===== src/hw/rtl/rgbcm_pkg.sv =====
// rgbcm_pkg: shared types and constants of the rgb channel mixer
// payload structs, register index codes, fixed-point format constants
// no dependencies
`default_nettype none

package rgbcm_pkg;

    localparam int GAIN_W    = 16;
    localparam int GAIN_FRAC = 14;
    localparam int ROW_W     = 3 * GAIN_W;
    localparam int ABS_SUM_W = 17;
    localparam int OUT_W     = 20;
    localparam int OUT_FRAC  = 16;
    localparam int QUO_BITS  = OUT_W + 1;
    localparam int PLAIN_W   = 19;
    localparam int FRONT_STAGES = 3;

    localparam logic [QUO_BITS-1:0] OUT_MAX_MAG = QUO_BITS'(524287);
    localparam logic [QUO_BITS-1:0] OUT_MIN_MAG = QUO_BITS'(524288);

    localparam logic [ROW_W-1:0] RED_GAINS_RST   = 48'h0000_0000_4000;
    localparam logic [ROW_W-1:0] GREEN_GAINS_RST = 48'h0000_4000_0000;
    localparam logic [ROW_W-1:0] BLUE_GAINS_RST  = 48'h4000_0000_0000;

    typedef enum logic [1:0] {
        CFG_RED_GAINS,
        CFG_GREEN_GAINS,
        CFG_BLUE_GAINS,
        CFG_PRESERVE
    } rgbcm_cfg_idx_t;

    typedef struct packed {
        logic [15:0] red_in;
        logic [15:0] green_in;
        logic [15:0] blue_in;
        logic [15:0] alpha_in;
        logic        last_in;
    } rgbcm_in_t;

    typedef struct packed {
        logic signed [OUT_W-1:0] red_out;
        logic signed [OUT_W-1:0] green_out;
        logic signed [OUT_W-1:0] blue_out;
        logic [15:0]             alpha_out;
        logic                    last_out;
    } rgbcm_out_t;

    // per-row control carried alongside the divider
    typedef struct packed {
        logic               neg;
        logic               use_div;
        logic [PLAIN_W-1:0] plain_q;
    } rgbcm_side_t;

    // alpha and last mark riding the pipeline
    typedef struct packed {
        logic [15:0] alpha;
        logic        last;
    } rgbcm_pass_t;

endpackage

`default_nettype wire


===== src/hw/rtl/rgbcm_sat.sv =====
// rgbcm_sat: picks divided or rescaled magnitude, applies sign and saturation
// uses rgbcm_pkg; output is registered
`default_nettype none

module rgbcm_sat
    import rgbcm_pkg::*;
(
    input  wire logic                clk,
    input  wire logic                en,
    input  wire logic [QUO_BITS-1:0] quo,
    input  wire logic                ovf,
    input  wire rgbcm_side_t         side,
    output logic signed [OUT_W-1:0]  res
);

    logic [QUO_BITS-1:0]     mag;
    logic                    big;
    logic [QUO_BITS-1:0]     neg_mag;
    logic signed [OUT_W-1:0] res_next;

    always_comb
    begin
        mag = side.use_div ? quo : QUO_BITS'(side.plain_q);
        big = side.use_div && ovf;
        neg_mag = -mag;
        if (side.neg)
        begin
            res_next = (big || mag > OUT_MIN_MAG) ? $signed(OUT_MIN_MAG[OUT_W-1:0])
                                                   : $signed(neg_mag[OUT_W-1:0]);
        end
        else
        begin
            res_next = (big || mag > OUT_MAX_MAG) ? $signed(OUT_MAX_MAG[OUT_W-1:0])
                                                   : $signed(mag[OUT_W-1:0]);
        end
    end

    always_ff @(posedge clk)
    begin
        if (en)
        begin
            res <= res_next;
        end
    end

endmodule

`default_nettype wire


===== config.mk =====
export PLATFORM = sky130hd
export DESIGN_NAME = rgbcm_sat
export DESIGN_NICKNAME = d
export VERILOG_FILES = /design/src/hw/rtl/rgbcm_pkg.sv /design/src/hw/rtl/rgbcm_sat.sv
export SDC_FILE = /design/constraint.sdc
export NUM_CORES = 1
export LEC_CHECK = 0
export ABC_AREA = 1
export BUFFER_PORTS_ARGS = -buffer_cell sky130_fd_sc_hd__buf_2
export CELL_PAD_IN_SITES_DETAIL_PLACEMENT = 0
export CELL_PAD_IN_SITES_GLOBAL_PLACEMENT = 1
export CORE_ASPECT_RATIO = 1.2
export CORE_MARGIN = 1
export CORE_UTILIZATION = 25
export DETAILED_ROUTE_END_ITERATION = 8
export PLACE_DENSITY = 0.74
export SLEW_MARGIN = 10
export SYNTH_ARGS = -nofsm -noshare
export SYNTH_HDL_FRONTEND = slang
export SYNTH_SLANG_ARGS = --single-unit

===== constraint.sdc =====
create_clock -name clk -period 1.7 [get_ports clk]
set_clock_uncertainty 0.2 [all_clocks]
set_input_delay 0.085 -clock clk [delete_from_list [all_inputs] [get_ports clk]]
set_output_delay 0.085 -clock clk [all_outputs]
set_load 0.03 [all_outputs]

==> metrics.txt <==
number of port buffers=64; NetSw=0.607 mW; Clock Sinks=20; unrepaired setup endpoints after global routing=true; Most flops, register=res; Yosys warning count=0; routed vias/inst=4.36; Compound-Gate Fraction of Synth Area=0.0275; Leakage=1.60 nW; sw frac=0.361; max-slew violations=0; Synth Flop Type=edfxtp_1; Area Overhead vs Synth=54.9%; Synthesized Nets=368; Post-synth EDFFs=20; Fin Hold WS=0.102 ns; Mapped Area=2040 um^2; final hold vios=0; register area share after synthesis=0.294; Final period util=0.979; drt first pass iters=9; Hold-fix buffers, CTS=0; RePlAce Congestion=0.910; average size of a mapped cell=6.37 um^2; CP arrival=1.58 ns; # DRC=5; actual slew at the worst max-slew pin=0.658 ns; Req. time, crit path=1.62 ns; Synth Area in Simple Gates=0.529; CTS Buf Count=3; Gate power share=0.464; Post-Synthesis Cells=321; layout cells sized above 1=0.466; Largest register FFs=20; worst min path class=input pin to flop; main combinational cell family by area after synthesis=simple AND/OR/NAND/NOR gates; Final Setup Violations=0; CTS tree=built; Adder-Cell Fraction of Synth Area=0.0122; vias in the first global route=~2,100; antenna viol nets, final=0; CP Class=input pin to flop; drt wl/cell=11.2 um; post-synth cell types=27; Clk pwr share=0.169; crit path time final=1.67 ns; Tot Pwr=1.68 mW; clock transition at the registers of the reported paths=0.06 ns; crit-path max FO=8; Rows=35; Slew headroom=0.561; VDD IR max=between 0.15 and 0.2 mV; GR Overflow Total=0; Pwr Density=532 nW/um^2; initial antenna violation count=0; max_cap viols=0; CP endpoint kind=flop; Initial Util=0.262; violated checks=design-rule violations; core area=7790 um^2; fmax=601 MHz; Critical Path Start Type=input pin; antenna cells=0; Nets=485; sequential power share=0.366; flops & latches, synth=20; final WL=5900 um; async set-reset flop share out of synthesis=0; Int Pwr=1.08 mW; die footprint=8540 um^2; XOR/XNOR Fraction of Synth Area=0.0343; leading area contributor after synthesis=edfxtp_1; 1st-iter DRT viols=~150; first-pass GRT wire length=9630 um; Max clock buf depth=2; Via Count=2,303; # IOs=65; multiplexer share of the synthesized area=0; dominant cells by area after synthesis=edfxtp_1 29%, nand2_1 23%, nand3_1 11%, nor2_1 4.8%, inv_1 4.6%; Die W=84.6 um; largest net degree at the start of global routing=23; Max H-tree Level=1; Fill cells=836; HPWL after detailed placement=between 4000 and 5000 um; GRT Overall Usage=0.136; status=finished, violations left; largest registers=res x20; Die Ht=101 um; share of the synthesized area in the top cell type=0.294; CTS root buffer=clkbuf_8
-- synthesized netlist by cell type, types with 3 or more instances --
cell and number:
o21ai_1 3, nand2_2 15, nor2_1 26, buf_2 3
xor2_1 6, nor2_2 8, nand3_1 44, nand4_1 4
o21ai_0 4, buf_6 6, nand2_1 127, inv_1 25
inv_2 5, edfxtp_1 20, nand3b_1 5, nor3_1 3
-- cell type report --
class,instances,area (um^2),share of cell area
Inverter,32,126,0.0399
Multi-Input combinational cell,262,1510,0.477
Sequential cell,20,601,0.190
Timing Repair Buffer,119,772,0.244
Tap cell,92,115,0.0363
Clock buffer,3,41.3,0.0130
-- critical path, stage by stage --
cell	delay, ns
buf_8	0.11
buf_12	0.13
o21ai_4	0.19
ha_4	0.19
nand3_4	0.08
nor2_4	0.24
buf_4	0.16
nand2_1	0.04
nand2_1	0.05
nand2_1	0.07
nand3b_1	0.16
nand2_1	0.08
-- path summary, 6_finish.rpt --
path / start / endpoint / depth (start not counted)
worst min-delay path: en / res[19] / 1
worst max-delay path: side[19] / res[12] / 12
-- through the flow --
step	setup slack, ns	std cells	utilization	area, um^2	setup TNS (ns)
floorplan	0.0101	321	-	2070	0
global placement	-0.289	517	0.362	2820	-5.34
detailed placement	-0.350	517	0.362	2820	-6.38
CTS	0.00359	520	0.368	2870	0
global route	-0.0348	528	0.406	3170	-0.252
finish	0.0349	528	0.406	3170	0
-- layer usage --
| metal | up-vias | global-route usage | share of wire |
|---|---|---|---|
| met5 | - | 0 | 0 |
| met4 | 0 | 0.0339 | 0.0097 |
| met3 | 4 | 0.0106 | 0.035 |
| met2 | 46 | 0.246 | 0.51 |
| met1 | 994 | 0.176 | 0.45 |
| li1 | 1259 | - | - |
-- cell usage in the layout, fill, tap and decap left out, types with 2 or more instances in the layout --
cell	netlist	final
buf_12	0	2
buf_2	3	63
buf_4	0	52
clkbuf_8	0	3
edfxtp_1	20	20
ha_4	0	2
inv_1	25	23
inv_2	5	6
nand2_1	127	117
nand2_2	15	23
nand2_4	1	7
nand3_1	44	29
nand3_2	2	16
nand3b_1	5	5
nand4_1	4	4
nor2_1	26	16
nor2_2	8	10
nor2_4	2	10
nor3_1	3	2
o21ai_0	4	4
o21ai_1	3	2
xnor2_1	2	2
xor2_1	6	6
-- cells by family after synthesis --
logic type | count (synthesis)
buf+inv | 43
compound gates | 10
fa+ha+maj | 2
flops | 20
xor+xnor | 8
simple gates | 238
-- power groups by stage --
stage / clock, mW / sequential, mW / combinational [mW]
2_1_floorplan: 0 / 0.737 / 0.315
3_3_place_gp: 0 / 0.629 / 0.698
3_5_place_dp: 0 / 0.629 / 0.704
4_1_cts: 0.296 / 0.618 / 0.707
5_1_grt: 0.312 / 0.622 / 0.863
6_report: 0.285 / 0.617 / 0.781
-- repair_timing --
item / CTS / global route
resized for setup: 3 / 60
setup buffers: 0 / 4
gates cloned: 0 / 4
endpoints found under the setup margin: 19 / 20
pin swaps: 2 / 29
(Power assumes the default switching activity.)
