## config.mk

```make
export PLATFORM = sky130hd
export DESIGN_NAME = rgbcm_div
export DESIGN_NICKNAME = d
export VERILOG_FILES = /design/src/hw/rtl/rgbcm_pkg.sv /design/src/hw/rtl/rgbcm_div.sv
export SDC_FILE = /design/constraint.sdc
export NUM_CORES = 2
export LEC_CHECK = 0
export ABC_CLOCK_PERIOD_IN_PS = 5950
export BUFFER_PORTS_ARGS = -buffer_cell sky130_fd_sc_hd__buf_2
export CAP_MARGIN = 20
export CORE_AREA = 2 2 440 660
export DETAILED_ROUTE_END_ITERATION = 6
export DIE_AREA = 0 0 442 662
export PLACE_DENSITY = 0.67
export SLEW_MARGIN = 20
export SYNTH_ARGS = -nofsm -noshare
export SYNTH_HDL_FRONTEND = slang
export SYNTH_SLANG_ARGS = --single-unit
```

## constraint.sdc

```tcl
create_clock -name clk -period 5.95 [get_ports clk]
set_input_delay 0.595 -clock clk [delete_from_list [all_inputs] [get_ports clk]]
set_output_delay 0.595 -clock clk [all_outputs]
set_load 0.02 [all_outputs]
```

## src/hw/rtl/rgbcm_pkg.sv

```systemverilog
// rgbcm_pkg: shared types and constants of the rgb channel mixer
// payload structs, register index codes, fixed-point format constants
// no dependencies
`default_nettype none

package rgbcm_pkg;

    localparam int GAIN_W    = 16;
    localparam int GAIN_FRAC = 14;
    localparam int ROW_W     = 3 * GAIN_W;
    localparam int ABS_SUM_W = 17;
    localparam int OUT_W     = 20;
    localparam int OUT_FRAC  = 16;
    localparam int QUO_BITS  = OUT_W + 1;
    localparam int PLAIN_W   = 19;
    localparam int FRONT_STAGES = 3;

    localparam logic [QUO_BITS-1:0] OUT_MAX_MAG = QUO_BITS'(524287);
    localparam logic [QUO_BITS-1:0] OUT_MIN_MAG = QUO_BITS'(524288);

    localparam logic [ROW_W-1:0] RED_GAINS_RST   = 48'h0000_0000_4000;
    localparam logic [ROW_W-1:0] GREEN_GAINS_RST = 48'h0000_4000_0000;
    localparam logic [ROW_W-1:0] BLUE_GAINS_RST  = 48'h4000_0000_0000;

    typedef enum logic [1:0] {
        CFG_RED_GAINS,
        CFG_GREEN_GAINS,
        CFG_BLUE_GAINS,
        CFG_PRESERVE
    } rgbcm_cfg_idx_t;

    typedef struct packed {
        logic [15:0] red_in;
        logic [15:0] green_in;
        logic [15:0] blue_in;
        logic [15:0] alpha_in;
        logic        last_in;
    } rgbcm_in_t;

    typedef struct packed {
        logic signed [OUT_W-1:0] red_out;
        logic signed [OUT_W-1:0] green_out;
        logic signed [OUT_W-1:0] blue_out;
        logic [15:0]             alpha_out;
        logic                    last_out;
    } rgbcm_out_t;

    // per-row control carried alongside the divider
    typedef struct packed {
        logic               neg;
        logic               use_div;
        logic [PLAIN_W-1:0] plain_q;
    } rgbcm_side_t;

    // alpha and last mark riding the pipeline
    typedef struct packed {
        logic [15:0] alpha;
        logic        last;
    } rgbcm_pass_t;

endpackage

`default_nettype wire

```

## src/hw/rtl/rgbcm_div.sv

```systemverilog
// rgbcm_div: pipelined restoring divider, one quotient bit per stage
// uses rgbcm_pkg; an overflow stage flags quotients beyond QUO_BITS bits
`default_nettype none

module rgbcm_div
    import rgbcm_pkg::*;
#(
    parameter int SAMPLE_BITS = 16
)
(
    input  wire logic                                 clk,
    input  wire logic                                 en,
    input  wire logic [SAMPLE_BITS+OUT_FRAC+16:0]     num,
    input  wire logic [SAMPLE_BITS+ABS_SUM_W-1:0]     den,
    input  wire rgbcm_side_t                          side_in,
    output logic [QUO_BITS-1:0]                       quo,
    output logic                                      ovf,
    output rgbcm_side_t                               side_out
);

    localparam int NW = SAMPLE_BITS + OUT_FRAC + 17;
    localparam int DNW = SAMPLE_BITS + ABS_SUM_W;
    localparam int RW = DNW + 1;

    logic [RW-2:0]       rem_reg  [0:QUO_BITS];
    logic [QUO_BITS-1:0] q_reg    [0:QUO_BITS];
    logic [QUO_BITS-1:0] low_reg  [0:QUO_BITS];
    logic [DNW-1:0]      den_reg  [0:QUO_BITS];
    logic                ovf_reg  [0:QUO_BITS];
    rgbcm_side_t         side_reg [0:QUO_BITS];

    logic [DNW-1:0] top_part;

    assign top_part = DNW'(num[NW-1:QUO_BITS]);

    // overflow check and initial partial remainder
    always_ff @(posedge clk)
    begin
        if (en)
        begin
            rem_reg[0]  <= top_part[RW-2:0];
            q_reg[0]    <= '0;
            low_reg[0]  <= num[QUO_BITS-1:0];
            den_reg[0]  <= den;
            ovf_reg[0]  <= (top_part >= den);
            side_reg[0] <= side_in;
        end
    end

    for (genvar j = 0; j < QUO_BITS; j++)
    begin : g_step
        localparam int K = QUO_BITS - 1 - j;

        logic [RW-1:0]       trial;
        logic [RW-1:0]       diff;
        logic                ge;
        logic [RW-2:0]       rem_next;
        logic [QUO_BITS-1:0] q_next;

        always_comb
        begin
            trial    = {rem_reg[j], low_reg[j][K]};
            diff     = trial - {1'b0, den_reg[j]};
            ge       = (trial >= {1'b0, den_reg[j]});
            rem_next = ge ? diff[RW-2:0] : trial[RW-2:0];
            q_next    = q_reg[j];
            q_next[K] = ge;
        end

        always_ff @(posedge clk)
        begin
            if (en)
            begin
                rem_reg[j+1]  <= rem_next;
                q_reg[j+1]    <= q_next;
                low_reg[j+1]  <= low_reg[j];
                den_reg[j+1]  <= den_reg[j];
                ovf_reg[j+1]  <= ovf_reg[j];
                side_reg[j+1] <= side_reg[j];
            end
        end
    end

    assign quo      = q_reg[QUO_BITS];
    assign ovf      = ovf_reg[QUO_BITS];
    assign side_out = side_reg[QUO_BITS];

endmodule

`default_nettype wire

```

==> results.cfg <==
[floorplan]
rows = 241
chipHeight_um = 662
initial_core_util_pct = 39.8
die_w_um = 442
die_area_mm2 = 0.293
core-area_mm2 = 0.287
io_pins = 148

[routing]
viasPerCell = 5.20
drt_first_pass_iters = 7
drt_iter0_markers = 2989
ant_nets = 0
wirelength_mm = 246
post_drt_wl_per_cell_um = 18.4
route.detailed.drc = 1
via_count = 69700

[layout]
fill_cells = 25500
layout_commonest_cell = edfxtp_1
post-route-util_pct = 44.7
area_growth_pct = 12.4
nets = 10300
layout_common_cells = edfxtp_1, inv_1, a21oi_1, ha_1, nand2_1
largest_register_ffs = 693
drive_above_1_share_pct = 9.49
regArea_mm2 = 0.0699
multiInputGateArea_mm2 = 0.0400

[logic_synthesis]
async_flop_share_pct = 0
synth_top_area_share_pct = 61.2
avgSynthCellArea_um2 = 12.6
synth_cell_types = 100
synth_area_mm2 = 0.114
yosys_warnings = 0
synthesis.instances = 9058
synthesis.nets = 9900
ys_seq_area_share_pct = 61.2
synthTopCellsByArea = edfxtp_1, ha_1, a21oi_1
yosysTopAreaCell = edfxtp_1
synth_seq_cells = 2327
synth_edf_count = 2327
synth_ff_type = edfxtp_1

[sta]
hold_violations = 0
post-route-period-util_pct = 78.1
worst_pin_slew_ps = 1170
skew_ps = 47.6
rsz0062_at_grt = no
min_period_ps = 4650
slew_headroom_pct = 21.3
setup_viol = 0
fmax_mhz = 215
slew_violations = 0
whs_ps = 218
fin_tns_setup_ps = 0

[clock_network]
tritoncts = yes
ctsResizeCount = 0
clk-insertion-delay-late_ps = 910
path_clk_slew_ps = 60
cts_buffers = 234
clock_path_buffers = 4
cts_num_sinks = 2327
htree_num_levels = 4
root_buffer = clkbuf_16

[placement]
routabilityCongestion = 0.989
port_buffers = 147
hpwl_mm = 184

[setup_path]
cp-end-kind = flop
path_buf_inv = 1
arrival_ps = 5300
cpMostUsedCell = a21oi_1
crit_type = reg2reg
required_ps = 6600
max_stage_delay_ps = 560
crit_path_max_fanout = 43
slowest_stage = nor3b_1
start_kind = flop
worstPathCellList = ha_1, a21oi_1, nor3b_1, a211oi_1, a2111o_1, a21oi_1, o21ai_0, a21oi_1, o21a_2, buf_4, mux2_2
cp_top_family = compound AO/OA/AOI/OAI gates
r2r_cells = 11
cp.depth = 11

[power_and_ir_drop]
power_density_mw_per_mm2 = 500
p_total_mw = 64.1
leakagePower_nw = 50.5
peakVddDrop_uv = 276

[grt]
grt_max_degree = 157
antenna_found_initial = 5
grt_pass1_vias = 73600
grt_usage_pct = 16.4
grt-ovfl-total = 0
grt_pass1_wl_mm = 381

[min_path]
hold_depth = 1
holdCritPathClass = in2reg

[status]
failed_checks = design-rule violations
status = finished, violations left

[flow_run]
drv_cap = 0
==> cells by family (layout without fill, tap and decap cells) <==
logic type | count (synthesis) | in the layout | share of synthesized area [%]
compound gates | 2267 | 2267 | 12.5
xor+xnor | 572 | 572 | 4.39
fa+ha+maj | 737 | 737 | 8.21
buf+inv | 1119 | 1669 | 3.85
flops | 2327 | 2327 | 61.2
mux | 249 | 249 | 2.44
other cells | 0 | 18 | 0
simple gates | 1787 | 1787 | 7.42
==> layer usage <==
metal	vias to the layer above	GRT usage [%]	share of wire, %
met4	0	12.6	8.4
met1	33300	13.0	30
met2	1430	34.7	59
li1	34100	-	-
met5	-	0	0
met3	854	1.99	2.6
==> final cells by class <==
class	instances	share of cell area, %
clock inverters	151	1.21
repair buffers	338	2.12
flip-flops and latches	2327	54.5
inverters	906	2.65
clock buffers	274	4.70
multi-input cells	5612	31.2
diodes	18	0.0351
well taps	3766	3.67
==> power breakdown <==
group          switching, mW  total [mW]  internal [mW]
logic                   14.7        25.4           10.6
clock network           6.21        14.6           8.42
registers               1.56        24.1           22.6
total                   22.5        64.1           41.6
==> worst register-to-register path: stages, from the launching register on <==
cell and delay (ps):
edfxtp_1 400, ha_1 380, a21oi_1 250, nor3b_1 560, a211oi_1 230, a2111o_1 440
a21oi_1 210, o21ai_0 340, a21oi_1 330, o21a_2 410, buf_4 440, mux2_2 420
==> cells in the mapped netlist, types with 87 or more instances <==
cell / n
a21o_1: 339
a21oi_1: 815
clkbuf_1: 114
edfxtp_1: 2327
ha_1: 717
inv_1: 904
mux2_2: 233
nand2_1: 528
nand2b_1: 88
nand3_1: 118
nand4_1: 106
nor2_1: 522
nor2b_1: 87
o21ai_0: 470
o21bai_1: 95
xnor2_1: 330
xor2_1: 242
==> final timing paths <==
kind / startpoint / end / slack (ps)
hold reg to reg: side_reg[2][86] / side_reg[2][107] / 400
setup reg to reg: rem_reg[0][69] / rem_reg[0][100] / 1300
setup / recovery: rem_reg[0][69] / rem_reg[0][100] / 1300
hold / removal: en / side_reg[1][0] / 220
==> timing repair <==
item | 4_1_cts | 5_1_grt
hold buffers | 103 | 0
hold endpoints to repair | 103 | 0
setup buffers | 0 | 0
==> through the flow <==
step	cells	area, um^2	worst slack [ps]
detailed placement	12800	120000	1290
floorplan	9058	114000	2370
CTS	13400	128000	1280
global route	13400	128000	1070
global placement	12800	120000	1310
finish	13400	128000	1300
No activity file was read; power rests on OpenSTA's default activity.
